File: src/sv/dmbm_pkg.sv
// Package: shared types and constants for the display mode best-match block.
`timescale 1ns / 1ps
`default_nettype none

package dmbm_pkg;

  // Requested-mode register indexes on the write port
  localparam logic [1:0] REG_WANT_WIDTH   = 2'd0;
  localparam logic [1:0] REG_WANT_HEIGHT  = 2'd1;
  localparam logic [1:0] REG_WANT_DEPTH   = 2'd2;
  localparam logic [1:0] REG_WANT_REFRESH = 2'd3;

  localparam int unsigned CFG_INDEX_W = 2;
  localparam int unsigned CFG_DATA_W  = 16;

  localparam logic [9:0] WANT_REFRESH_RST = 10'd60;

  // Score weights
  localparam logic [10:0] SCORE_RES_EXACT     = 11'd1000;
  localparam logic [10:0] SCORE_RES_LARGER    = 11'd500;
  localparam logic [10:0] SCORE_RES_OTHER     = 11'd250;
  localparam logic [10:0] SCORE_DEPTH_EQUAL   = 11'd100;
  localparam logic [10:0] SCORE_DEPTH_GREATER = 11'd50;
  localparam logic [9:0]  SCORE_REFRESH_SPAN  = 10'd200;
  localparam logic [10:0] SCORE_LINEAR        = 11'd50;
  localparam logic [10:0] SCORE_DOUBLE        = 11'd25;

  localparam int unsigned POINTS_W = 11;
  localparam int unsigned SLOT_W   = 6;

  localparam int unsigned IN_TDATA_W  = 56;
  localparam int unsigned OUT_TDATA_W = 24;

  // Depth of the queue between scoring and selection (power of two)
  localparam int unsigned QUEUE_DEPTH = 2;

  localparam int unsigned MAX_ENTRIES_DEF = 64;

  // One scored candidate on its way to the selection stage
  typedef struct packed {
    logic                last;
    logic [POINTS_W-1:0] points;
  } entry_t;

endpackage

`default_nettype wire

File: src/sv/dmbm_front.sv
// Front stage: requested-mode registers and per-candidate scoring.
`timescale 1ns / 1ps
`default_nettype none

module dmbm_front (
  input  wire logic                                  clk_i,
  input  wire logic                                  rst_ni,
  input  wire logic                                  cfg_we_i,
  input  wire logic [dmbm_pkg::CFG_INDEX_W-1:0]      cfg_index_i,
  input  wire logic [dmbm_pkg::CFG_DATA_W-1:0]       cfg_data_i,
  input  wire logic [dmbm_pkg::IN_TDATA_W-1:0]       cand_i,
  input  wire logic                                  last_i,
  output      dmbm_pkg::entry_t                      entry_o
);

  logic [15:0] want_width_q;
  logic [15:0] want_height_q;
  logic [7:0]  want_depth_q;
  logic [9:0]  want_refresh_q;

  always_ff @(posedge clk_i or negedge rst_ni) begin
    if (!rst_ni) begin
      want_width_q   <= '0;
      want_height_q  <= '0;
      want_depth_q   <= '0;
      want_refresh_q <= dmbm_pkg::WANT_REFRESH_RST;
    end else if (cfg_we_i) begin
      unique case (cfg_index_i)
        dmbm_pkg::REG_WANT_WIDTH:   want_width_q   <= cfg_data_i[15:0];
        dmbm_pkg::REG_WANT_HEIGHT:  want_height_q  <= cfg_data_i[15:0];
        dmbm_pkg::REG_WANT_DEPTH:   want_depth_q   <= cfg_data_i[7:0];
        dmbm_pkg::REG_WANT_REFRESH: want_refresh_q <= cfg_data_i[9:0];
        default: ;
      endcase
    end
  end

  logic [15:0] mode_width;
  logic [15:0] mode_height;
  logic [7:0]  mode_depth;
  logic [9:0]  mode_refresh;
  logic        linear_fb;
  logic        dbl_buffer;

  assign mode_width   = cand_i[15:0];
  assign mode_height  = cand_i[31:16];
  assign mode_depth   = cand_i[39:32];
  assign mode_refresh = cand_i[49:40];
  assign linear_fb    = cand_i[50];
  assign dbl_buffer   = cand_i[51];

  logic [10:0] res_pts;
  logic [10:0] depth_pts;
  logic [9:0]  refresh_delta;
  logic [10:0] refresh_pts;
  logic [10:0] feat_pts;

  always_comb begin
    if (mode_width == want_width_q && mode_height == want_height_q) begin
      res_pts = dmbm_pkg::SCORE_RES_EXACT;
    end else if (mode_width >= want_width_q && mode_height >= want_height_q) begin
      res_pts = dmbm_pkg::SCORE_RES_LARGER;
    end else begin
      res_pts = dmbm_pkg::SCORE_RES_OTHER;
    end

    if (mode_depth == want_depth_q) begin
      depth_pts = dmbm_pkg::SCORE_DEPTH_EQUAL;
    end else if (mode_depth > want_depth_q) begin
      depth_pts = dmbm_pkg::SCORE_DEPTH_GREATER;
    end else begin
      depth_pts = '0;
    end

    refresh_delta = (mode_refresh >= want_refresh_q) ? (mode_refresh - want_refresh_q)
                                                      : (want_refresh_q - mode_refresh);
    if (refresh_delta < dmbm_pkg::SCORE_REFRESH_SPAN) begin
      refresh_pts = {1'b0, dmbm_pkg::SCORE_REFRESH_SPAN - refresh_delta};
    end else begin
      refresh_pts = '0;
    end

    feat_pts = (linear_fb  ? dmbm_pkg::SCORE_LINEAR : 11'd0)
             + (dbl_buffer ? dmbm_pkg::SCORE_DOUBLE : 11'd0);
  end

  assign entry_o.points = res_pts + depth_pts + refresh_pts + feat_pts;
  assign entry_o.last   = last_i;

endmodule

`default_nettype wire

File: src/sv/dmbm_queue.sv
// Small FIFO of scored candidates between the front and back stages.
`timescale 1ns / 1ps
`default_nettype none

module dmbm_queue (
  input  wire logic             clk_i,
  input  wire logic             rst_ni,
  input  wire logic             push_i,
  input  wire dmbm_pkg::entry_t push_entry_i,
  output      logic             ready_o,
  input  wire logic             pop_i,
  output      logic             valid_o,
  output      dmbm_pkg::entry_t pop_entry_o
);

  localparam int unsigned PTR_W = (dmbm_pkg::QUEUE_DEPTH > 1) ?
                                  $clog2(dmbm_pkg::QUEUE_DEPTH) : 1;
  localparam int unsigned CNT_W = $clog2(dmbm_pkg::QUEUE_DEPTH + 1);
  localparam logic [CNT_W-1:0] FULL = CNT_W'(dmbm_pkg::QUEUE_DEPTH);

  dmbm_pkg::entry_t mem_q [dmbm_pkg::QUEUE_DEPTH];

  logic [PTR_W-1:0] wr_ptr_q, wr_ptr_d;
  logic [PTR_W-1:0] rd_ptr_q, rd_ptr_d;
  logic [CNT_W-1:0] count_q, count_d;

  logic do_push;
  logic do_pop;

  assign ready_o     = (count_q != FULL);
  assign valid_o     = (count_q != '0);
  assign do_push     = push_i && ready_o;
  assign do_pop      = pop_i && valid_o;
  assign pop_entry_o = mem_q[rd_ptr_q];

  always_comb begin
    wr_ptr_d = do_push ? wr_ptr_q + PTR_W'(1) : wr_ptr_q;
    rd_ptr_d = do_pop  ? rd_ptr_q + PTR_W'(1) : rd_ptr_q;
    count_d  = count_q;
    if (do_push && !do_pop) begin
      count_d = count_q + CNT_W'(1);
    end else if (do_pop && !do_push) begin
      count_d = count_q - CNT_W'(1);
    end
  end

  always_ff @(posedge clk_i or negedge rst_ni) begin
    if (!rst_ni) begin
      wr_ptr_q <= '0;
      rd_ptr_q <= '0;
      count_q  <= '0;
    end else begin
      wr_ptr_q <= wr_ptr_d;
      rd_ptr_q <= rd_ptr_d;
      count_q  <= count_d;
    end
  end

  always_ff @(posedge clk_i) begin
    if (do_push) begin
      mem_q[wr_ptr_q] <= push_entry_i;
    end
  end

endmodule

`default_nettype wire

File: src/sv/dmbm_back.sv
// Back stage: running best score, list position count and result register.
`timescale 1ns / 1ps
`default_nettype none

module dmbm_back #(
  parameter int unsigned MAX_ENTRIES = dmbm_pkg::MAX_ENTRIES_DEF
) (
  input  wire logic                                 clk_i,
  input  wire logic                                 rst_ni,
  input  wire logic                                 q_valid_i,
  input  wire dmbm_pkg::entry_t                     q_entry_i,
  output      logic                                 q_pop_o,
  output      logic                                 res_valid_o,
  input  wire logic                                 res_ready_i,
  output      logic [dmbm_pkg::SLOT_W-1:0]          res_slot_o,
  output      logic [dmbm_pkg::POINTS_W-1:0]        res_points_o
);

  localparam int unsigned POS_W = ($clog2(MAX_ENTRIES) > dmbm_pkg::SLOT_W) ?
                                  $clog2(MAX_ENTRIES) : dmbm_pkg::SLOT_W;
  localparam logic [POS_W-1:0] POS_MAX = POS_W'(MAX_ENTRIES - 1);

  logic [POS_W-1:0]              count_q, count_d;
  logic [POS_W-1:0]              top_slot_q, top_slot_d;
  logic [dmbm_pkg::POINTS_W-1:0] top_points_q, top_points_d;
  logic                          res_valid_q, res_valid_d;
  logic [dmbm_pkg::SLOT_W-1:0]   res_slot_q, res_slot_d;
  logic [dmbm_pkg::POINTS_W-1:0] res_points_q, res_points_d;

  logic take;
  logic better;

  // Advance only when the result register is free or being drained
  assign q_pop_o = !res_valid_q || res_ready_i;
  assign take    = q_pop_o && q_valid_i;
  assign better  = (top_points_q == '0) || (q_entry_i.points > top_points_q);

  always_comb begin
    count_d      = count_q;
    top_slot_d   = top_slot_q;
    top_points_d = top_points_q;
    res_valid_d  = res_valid_q && !res_ready_i;
    res_slot_d   = res_slot_q;
    res_points_d = res_points_q;
    if (take) begin
      if (better) begin
        top_slot_d   = count_q;
        top_points_d = q_entry_i.points;
      end
      count_d = (count_q < POS_MAX) ? count_q + POS_W'(1) : count_q;
      if (q_entry_i.last) begin
        res_valid_d  = 1'b1;
        res_slot_d   = top_slot_d[dmbm_pkg::SLOT_W-1:0];
        res_points_d = top_points_d;
        count_d      = '0;
        top_slot_d   = '0;
        top_points_d = '0;
      end
    end
  end

  always_ff @(posedge clk_i or negedge rst_ni) begin
    if (!rst_ni) begin
      count_q      <= '0;
      top_slot_q   <= '0;
      top_points_q <= '0;
      res_valid_q  <= 1'b0;
    end else begin
      count_q      <= count_d;
      top_slot_q   <= top_slot_d;
      top_points_q <= top_points_d;
      res_valid_q  <= res_valid_d;
    end
  end

  always_ff @(posedge clk_i) begin
    res_slot_q   <= res_slot_d;
    res_points_q <= res_points_d;
  end

  assign res_valid_o  = res_valid_q;
  assign res_slot_o   = res_slot_q;
  assign res_points_o = res_points_q;

endmodule

`default_nettype wire

File: src/sv/display_mode_best_match_core.sv
// Top level: display mode best-match search over a streamed list of candidate modes.
`timescale 1ns / 1ps
`default_nettype none
//
// Usage
//   Write the requested mode (width, height, depth, refresh) on the cfg port while
//   the block is idle. Stream candidate modes on the s_axis side, one per transfer;
//   tlast marks the final candidate of a list. On that transfer the block emits one
//   result on the m_axis side: the list position of the best candidate (the first one
//   reaching the top score) and that score. It then clears for the next list.
// Throughput and data path
//   One candidate per cycle sustained while the queue has room. The front scores
//   the candidate combinationally in the transfer cycle and writes it into a
//   two-entry queue; the back stage pops it, folds it into the running best and on
//   tlast loads the result register, which drives m_axis_tvalid.
// Stall behavior
//   A stalled m_axis holds the result and stops the back stage; the queue absorbs
//   up to two candidates before s_axis_tready drops.
// Reset
//   rst_ni clears the search, the queue and the result valid flag; the requested
//   mode returns to 0x0, depth 0, 60 Hz. Positions past MAX_ENTRIES-1 share the last
//   position and still compete.

module display_mode_best_match_core #(
  parameter int unsigned MAX_ENTRIES = dmbm_pkg::MAX_ENTRIES_DEF
) (
  input  wire logic                                  clk_i,
  input  wire logic                                  rst_ni,
  // requested-mode register writes
  input  wire logic                                  cfg_we_i,
  input  wire logic [dmbm_pkg::CFG_INDEX_W-1:0]      cfg_index_i,
  input  wire logic [dmbm_pkg::CFG_DATA_W-1:0]       cfg_data_i,
  // candidate stream
  input  wire logic                                  s_axis_tvalid,
  output      logic                                  s_axis_tready,
  // tdata: mode_width[15:0], mode_height[31:16], mode_depth[39:32],
  //        mode_refresh[49:40], linear_fb[50], dbl_buffer[51], zero fill[55:52]
  input  wire logic [dmbm_pkg::IN_TDATA_W-1:0]       s_axis_tdata,
  input  wire logic                                  s_axis_tlast,
  // result stream
  output      logic                                  m_axis_tvalid,
  input  wire logic                                  m_axis_tready,
  // tdata: best_slot[5:0], best_points[16:6], zero fill[23:17]
  output      logic [dmbm_pkg::OUT_TDATA_W-1:0]      m_axis_tdata
);

  dmbm_pkg::entry_t front_entry;
  dmbm_pkg::entry_t back_entry;

  logic q_valid;
  logic q_pop;

  logic [dmbm_pkg::SLOT_W-1:0]   res_slot;
  logic [dmbm_pkg::POINTS_W-1:0] res_points;

  // Score the candidate in its transfer cycle
  dmbm_front u_front (
    .clk_i       (clk_i),
    .rst_ni      (rst_ni),
    .cfg_we_i    (cfg_we_i),
    .cfg_index_i (cfg_index_i),
    .cfg_data_i  (cfg_data_i),
    .cand_i      (s_axis_tdata),
    .last_i      (s_axis_tlast),
    .entry_o     (front_entry)
  );

  // Decouple scoring from selection so a stalled output does not block input at once
  dmbm_queue u_queue (
    .clk_i        (clk_i),
    .rst_ni       (rst_ni),
    .push_i       (s_axis_tvalid),
    .push_entry_i (front_entry),
    .ready_o      (s_axis_tready),
    .pop_i        (q_pop),
    .valid_o      (q_valid),
    .pop_entry_o  (back_entry)
  );

  // Track the best candidate and hold the result until transferred
  dmbm_back #(
    .MAX_ENTRIES (MAX_ENTRIES)
  ) u_back (
    .clk_i        (clk_i),
    .rst_ni       (rst_ni),
    .q_valid_i    (q_valid),
    .q_entry_i    (back_entry),
    .q_pop_o      (q_pop),
    .res_valid_o  (m_axis_tvalid),
    .res_ready_i  (m_axis_tready),
    .res_slot_o   (res_slot),
    .res_points_o (res_points)
  );

  assign m_axis_tdata = {
    (dmbm_pkg::OUT_TDATA_W - dmbm_pkg::SLOT_W - dmbm_pkg::POINTS_W)'(0),
    res_points,
    res_slot
  };

endmodule

`default_nettype wire

File: config.mk
export PLATFORM = sky130hd
export DESIGN_NAME = display_mode_best_match_core
export DESIGN_NICKNAME = d
export VERILOG_FILES = /design/src/sv/dmbm_pkg.sv /design/src/sv/dmbm_front.sv /design/src/sv/dmbm_queue.sv /design/src/sv/dmbm_back.sv /design/src/sv/display_mode_best_match_core.sv
export SDC_FILE = /design/constraint.sdc
export NUM_CORES = 1
export LEC_CHECK = 0
export BUFFER_PORTS_ARGS = -buffer_cell sky130_fd_sc_hd__buf_2
export CORE_MARGIN = 3
export CORE_UTILIZATION = 59
export DETAILED_ROUTE_END_ITERATION = 16
export PLACE_DENSITY = 0.82
export SETUP_SLACK_MARGIN = 0.5
export SLEW_MARGIN = 20
export SYNTH_ARGS = -nofsm -noshare
export SYNTH_HDL_FRONTEND = slang
export SYNTH_HIERARCHICAL = 1
export SYNTH_SLANG_ARGS = --single-unit
File: constraint.sdc
create_clock -name clk_i -period 7.7 [get_ports clk_i]
set_input_delay 0.77 -clock clk_i [delete_from_list [all_inputs] [get_ports clk_i]]
set_output_delay 0.77 -clock clk_i [all_outputs]
set_load 0.02 [all_outputs]
==> flow_summary.toml, run 1 <==
[run_status]
status = "finished, final reports clean"

[synthesis]
syn_avg_cell_area_sq_um = 10.6
synth_cells = 729
synth_area_sq_mm = 0.00775
ys_top_cells_by_area = "dfrtp_1 (24%), edfxtp_1 (16%), ha_1 (15%), mux2_2 (8.0%), inv_1 (5.2%)"
synth-main-ff-cell = "dfrtp_1"
synthArstFlopShare_pct = 65.5
ys_seq_area_share_pct = 41.1
synth_top_area_share_pct = 23.9
yosys.area.top_type = "dfrtp_1"
yosys_warnings = 6
synthDistinctLibCells = 65
yosys.area_share.simple_pct = 9.07
synth_xor_area_share_pct = 2.71
synth-edff-count = 41
synth-seq-cells = 119
yosys.area_share.adder_pct = 18.6
synthMuxAreaShare_pct = 8.77
synth_compound_area_share_pct = 12.6
synth_top_family_by_area = "adder cells"

[timing]
finClkSkew_ns = 0.0100
fmax_mhz = 154
slew_headroom_pct = 31.7
grt_setup_unrepaired = "no"
fin_tns_setup_ns = 0
finalMaxSlewViolations = 0
tightest_slew_ns = 1.02
period_minus_slack_ns = 6.48
finalSetupViolations = 0
hold_viol_final = 0
whs_ns = 0.246
fin_crit_sh_pct = 84.1

[cts]
cts.sinks = 119
cts_setup_buffers = 0
cts_tree = "built"
htreeDepth = 4
cts.clk_slew.worst_paths_ns = 0.05
cts_made_buffers = 17
ctsHoldBuffers = 0
root_buffer = "clkbuf_16"
insertion_delay_ns = 0.42
post_cts_resized = 0
clock_path_buffers = 2

[critical_path]
worstRegToRegCells = 25
endpoint_kind = "flop"
critical_path_arrival_ns = 6.63
cp-start-kind = "primary input"
path_max_fanout = 11
worstSetupPathType = "primary input to flop"
slowest_stage = "fa_1"
crit_path_frequent_cell = "inv_1"
required_ns = 7.86
slowest_delay_ns = 0.52

[finish]
drive_gt1_share_pct = 23.5
area_growth_pct = 15.6
final_nets = 1018
diodes = 0
final_common_cell = "inv_1"
stdcell_count = 1015
final_core_util_pct = 70.4
filler_cell_count = 914
final_cell_mix = "inv_1 (108), ha_1 (96), buf_2 (93), dfrtp_1 (74), mux2_2 (55)"

[job]
maxCapViolCount = 0

[floorplan]
fp.coreArea_sq_mm = 0.0127
start_util_pct = 60.9
pin_count = 106
dieWidth_um = 121
num_rows = 41
dieArea_sq_mm = 0.0145
fp.dieH_um = 121

[grt]
grt_usage_pct = 23.3
grt_max_degree = 79
grt_pass1_vias = 5744
grt_overflow_total = 0
grt_first_pass_wirelength_um = 26600
antenna_found_initial = 0

[placed_design]
dp.cells = 982
dp_hpwl_um = 12200
portBuffers = 94
place.gp.congestion = 0.904

[power]
power.density_mw_per_mm2 = 397
sequentialPowerShare_pct = 30.8
ir_drop_v = 0.000240
internal_power_w = 0.00220
power_w = 0.00356
p_leak_nw = 4.40
power_frac_comb_pct = 47.0
clkPwrFrac_pct = 22.3
p_sw_w = 0.00136
switching_share_pct = 38.2

[route]
first_iter_violations = 392
wl_um = 16300
post_drt_wl_per_cell_um = 16.0
antenna_left = 0
dr.pass1.iters = 5
route.detailed.drc = 0
vias_per_cell = 5.59
via_count = 5672

[worst_hold_path]
min_path_type = "primary input to asynchronous set/reset pin"
## cells in the mapped netlist, types with 13 or more instances
master	count
a21o_1	24
a21oi_1	31
a22o_1	16
dfrtp_1	74
edfxtp_1	41
ha_1	96
inv_1	108
mux2_2	55
nand2_1	54
nor2_1	21
o21ai_0	40
xnor2_1	13
## registers in the layout (all words and copies together), names as in the netlist
| register | count |
|---|---|
| u_back/count_q | 6 |
| u_front/want_height_q | 16 |
| u_front/want_depth_q | 8 |
| u_back/top_points_q | 11 |
| u_back/res_slot_o | 6 |
| u_queue/wr_ptr_q | 1 |
| u_back/top_slot_q | 6 |
| u_queue/count_q | 2 |
| u_front/want_width_q | 16 |
| u_queue/rd_ptr_q | 1 |
| u_front/want_refresh_q | 10 |
| u_back/res_valid_o | 1 |
| u_queue/mem_q | 24 |
| u_back/res_points_o | 11 |
## layout make-up
| class | count | area (sq um) | share of cell area, % |
|---|---|---|---|
| multi-input combinational | 488 | 4050 | 45.2 |
| clock inverter | 14 | 156 | 1.75 |
| timing repair buffer | 96 | 508 | 5.67 |
| tap | 172 | 215 | 2.40 |
| sequential | 119 | 3190 | 35.6 |
| clock buffer | 18 | 439 | 4.90 |
| inverter | 108 | 405 | 4.52 |
## final timing paths
path | slack [ns] | start | to
worst max-delay path | 1.22 | s_axis_tdata[40] | u_queue/mem_q[0][10]
min in group clk_i | 0.49 | u_queue/wr_ptr_q | u_queue/wr_ptr_q
max in group asynchronous | 6.81 | rst_ni | u_front/want_refresh_q[3]
worst min register to register | 0.49 | u_queue/wr_ptr_q | u_queue/wr_ptr_q
worst min-delay path | 0.25 | rst_ni | u_back/top_points_q[9]
worst max register to register | 1.37 | u_front/want_refresh_q[0] | u_queue/mem_q[0][10]
## critical path: cells and delay by family
| family | cells | cell delay (ns) |
|---|---|---|
| AOI/OAI and AO/OA | 13 | 3.15 |
| adders and majority gates | 6 | 2.10 |
| buffers and inverters | 6 | 0.40 |
| and+or+nand+nor | 1 | 0.11 |
| xor gates and xnor gates | 1 | 0.09 |
## kinds of logic (layout without fill, tap and decap cells)
family	count (synthesis)	count (layout)
AOI/OAI and AO/OA	147	147
and+or+nand+nor	139	139
buffers and inverters	128	236
DFF	119	119
adders and majority gates	108	108
muxes	61	61
xor gates and xnor gates	24	24
other	3	9
## power by group through the flow
stage / registers [W] / clock network (W) / logic [W]
5_1_grt: 0.00112 / 0.000834 / 0.00188
3_5_place_dp: 0.00110 / 0 / 0.00164
6_report: 0.00109 / 0.000792 / 0.00167
4_1_cts: 0.00109 / 0.000801 / 0.00167
2_1_floorplan: 0.00113 / 0 / 0.00124
3_3_place_gp: 0.00109 / 0 / 0.00158
## metal layers
metal  up-vias  global-route usage, %  share of wire [%]
met3        38                   6.83                5.9
li1       2739                      -                  -
met2       183                   39.3                 50
met1      2712                   28.1                 41
met5         -                      0                  0
met4         0                   9.14                2.9
## through the flow
stage | cell area [sq um] | worst slack, ns
after floorplan | 7770 | 1.73
after detailed placement | 8340 | 0.813
after global placement | 8340 | 0.973
final | 8960 | 1.22
after CTS | 8930 | 1.21
after global routing | 8960 | 0.771
No activity file was read; power rests on OpenSTA's default activity.
==> run 2: changes to the inputs <==
--- a/config.mk
+++ b/config.mk
@@ -5,11 +5,12 @@
 export SDC_FILE = /design/constraint.sdc
 export NUM_CORES = 1
 export LEC_CHECK = 0
+export ABC_AREA = 1
 export BUFFER_PORTS_ARGS = -buffer_cell sky130_fd_sc_hd__buf_2
 export CORE_MARGIN = 3
-export CORE_UTILIZATION = 59
+export CORE_UTILIZATION = 54
 export DETAILED_ROUTE_END_ITERATION = 16
-export PLACE_DENSITY = 0.82
+export PLACE_DENSITY = 0.78
 export SETUP_SLACK_MARGIN = 0.5
 export SLEW_MARGIN = 20
 export SYNTH_ARGS = -nofsm -noshare
==> constraint.sdc (replaced) <==
create_clock -name clk_i -period 5.4 [get_ports clk_i]
set_input_delay 0.54 -clock clk_i [delete_from_list [all_inputs] [get_ports clk_i]]
set_output_delay 0.54 -clock clk_i [all_outputs]
set_load 0.02 [all_outputs]
==> run 2 against run 1 <==
  * Final cell count grew 35%
  * Global-route usage decreased by 2.1 points
  * Utilization is 5.0 points lower
  * Combinational power rose by 91%
  * Sequential share of layout area down 3.8 points
  * Sequential power rose by 45%
  * Synthesized area increased by 9.5%
  * First-iteration DRC count grew 7.1%
  * Hold slack better by 0.096 ns
  * Via count grew 22%
  * Worst setup slack got worse by 0.66 ns
==> flow_summary.toml, run 2 <==
[power]
p_sw_w = 0.00246
p_leak_nw = 5.23
switching_share_pct = 42.3
ir_drop_v = 0.000303
sequentialPowerShare_pct = 27.3
clkPwrFrac_pct = 17.9
power_frac_comb_pct = 54.8
power_w = 0.00581
internal_power_w = 0.00335
power.density_mw_per_mm2 = 580

[timing]
fin_tns_setup_ns = 0
slew_headroom_pct = 27.0
finalMaxSlewViolations = 0
grt_setup_unrepaired = "yes"
tightest_slew_ns = 1.09
period_minus_slack_ns = 4.84
hold_viol_final = 0
finClkSkew_ns = 0.0114
finalSetupViolations = 0
fmax_mhz = 207
fin_crit_sh_pct = 89.7

[cts]
cts_made_buffers = 17
htreeDepth = 4
root_buffer = "clkbuf_16"
clock_path_buffers = 2
cts.sinks = 119
cts_tree = "built"
cts.clk_slew.worst_paths_ns = 0.05
insertion_delay_ns = 0.42

[finish]
seq_area_sq_mm = 0.00319
final_core_util_pct = 65.4
final_nets = 1339
final_cell_mix = "nand2_1 (258), inv_1 (179), buf_2 (93), ha_1 (84), dfrtp_1 (74)"
drive_gt1_share_pct = 21.2
filler_cell_count = 1255
largest_reg_flops = 24
multiInputGateArea_sq_mm = 0.00467
final_common_cell = "nand2_1"
top_regs = "u_queue/mem_q (24), u_front/want_height_q (16), u_front/want_width_q (16)"
area_growth_pct = 18.0
stdcell_count = 1375
diodes = 0
largest-register = "u_queue/mem_q"

[route]
first_iter_violations = 420
post_drt_wl_per_cell_um = 13.3
dr.pass1.iters = 5
wl_um = 18300
route.detailed.drc = 0
vias_per_cell = 5.03
antenna_left = 0
via_count = 6917

[critical_path]
path_max_fanout = 6
endpoint_kind = "flop"
cp-start-kind = "flop"
slowest_delay_ns = 0.54
slowest_stage = "fa_1"
critical_path_arrival_ns = 5.09
worstSetupPathType = "flop to flop"
required_ns = 5.65

[synthesis]
yosys_warnings = 6
synth-edff-count = 41
synth_area_sq_mm = 0.00849
yosys.area.top_type = "dfrtp_1"
ys_top_cells_by_area = "dfrtp_1 (22%), edfxtp_1 (15%), ha_1 (14%), nand2_1 (12%), inv_1 (8.2%)"
synth_cells = 1040
synth_common_cells = "nand2_1 (272), inv_1 (185), ha_1 (96)"
synth-main-ff-cell = "dfrtp_1"
synth_top_area_share_pct = 21.8
syn_avg_cell_area_sq_um = 8.16
synthDistinctLibCells = 43
synthArstFlopShare_pct = 65.5
synthMostInstantiatedCell = "nand2_1"
synth-seq-cells = 119
ys_seq_area_share_pct = 37.6

[floorplan]
dieArea_sq_mm = 0.0173
start_util_pct = 55.4
fp.coreArea_sq_mm = 0.0153
pin_count = 106
num_rows = 45
dieWidth_um = 131
fp.dieH_um = 131

[worst_hold_path]
min_path_type = "primary input to flop"

[placed_design]
place.gp.congestion = 0.891
portBuffers = 94
dp_hpwl_um = 13300
dp.cells = 1328

[grt]
grt_usage_pct = 21.2
grt_first_pass_wirelength_um = 29700
grt_pass1_vias = 6478
grt_max_degree = 75
grt_overflow_total = 0
antenna_found_initial = 0

[job]
maxCapViolCount = 0

[run_status]
status = "finished, final reports clean"
-- run 2: layer usage --
layer  global-route usage [%]  vias to the layer above  part of all wire, %
met5                        0                        -                    0
met4                     5.89                        0                  1.4
met3                     5.17                       21                  4.3
met2                     36.9                      156                   50
met1                     26.4                     3225                   44
li1                         -                     3515                    -
-- run 2: worst paths after layout --
path	startpoint	to	slack, ns	cells after the start
max	u_front/want_refresh_q[0]	u_queue/mem_q[1][10]	0.56	32
min	s_axis_tlast	u_queue/mem_q[1][11]	0.34	1
max reg2reg	u_front/want_refresh_q[0]	u_queue/mem_q[1][10]	0.56	32
min in group asynchronous	rst_ni	u_queue/count_q[1]	0.47	2
min reg2reg	u_back/top_slot_q[5]	u_back/top_slot_q[5]	0.48	2
max in group asynchronous	rst_ni	u_front/want_width_q[3]	3.78	3
-- run 2: timing repair --
action,CTS,global route
hold buffers,1,0
endpoints found under the setup margin,4,8
setup buffers,2,11
cloned,0,1
resized for setup,4,47
hold endpoints to repair,4,0
pin swaps,2,19
-- run 2: layout make-up --
class	instances	share of cell area (%)
Clock inverter	5	0.500
Timing Repair Buffer	113	6.21
Clock buffer	27	4.92
Sequential cell	119	31.8
Tap cell	211	2.63
Multi-Input combinational cell	708	46.7
Inverter	192	7.27
-- run 2: through the flow --
stage | instance area (sq um) | hold slack (ns) | setup WS, ns
floorplan | 8540 | 0.244 | 0.502
global placement | 9140 | 0.342 | 0.133
detailed placement | 9140 | 0.345 | 0.0688
CTS | 9720 | 0.321 | 0.506
global route | 10000 | 0.323 | 0.261
finish | 10000 | 0.342 | 0.558
-- run 2: power by group through the flow --
stage               Clock (W)  Sequential, W  Combinational [W]
finish                0.00104        0.00158            0.00319
CTS                   0.00105        0.00158            0.00296
detailed placement          0        0.00159            0.00293
global route          0.00110        0.00162            0.00362
floorplan                   0        0.00165            0.00230
global placement            0        0.00158            0.00284
-- run 2: worst max-delay path: cells and delay by family (launching register included) --
kind	cells	cell delay (ns)
xor gates and xnor gates	1	0.19
buffers and inverters	5	0.26
and+or+nand+nor	18	1.47
adders and majority gates	6	2.04
AOI/OAI and AO/OA	2	0.33
DFF	1	0.38
-- run 2: cells by family after synthesis --
logic type / after synthesis / share of synthesized area [%]
xor gates and xnor gates: 15 / 1.64
other: 3 / 0.133
and+or+nand+nor: 462 / 25.8
AOI/OAI and AO/OA: 113 / 7.27
buffers and inverters: 220 / 10.6
DFF: 119 / 37.6
adders and majority gates: 108 / 17.0
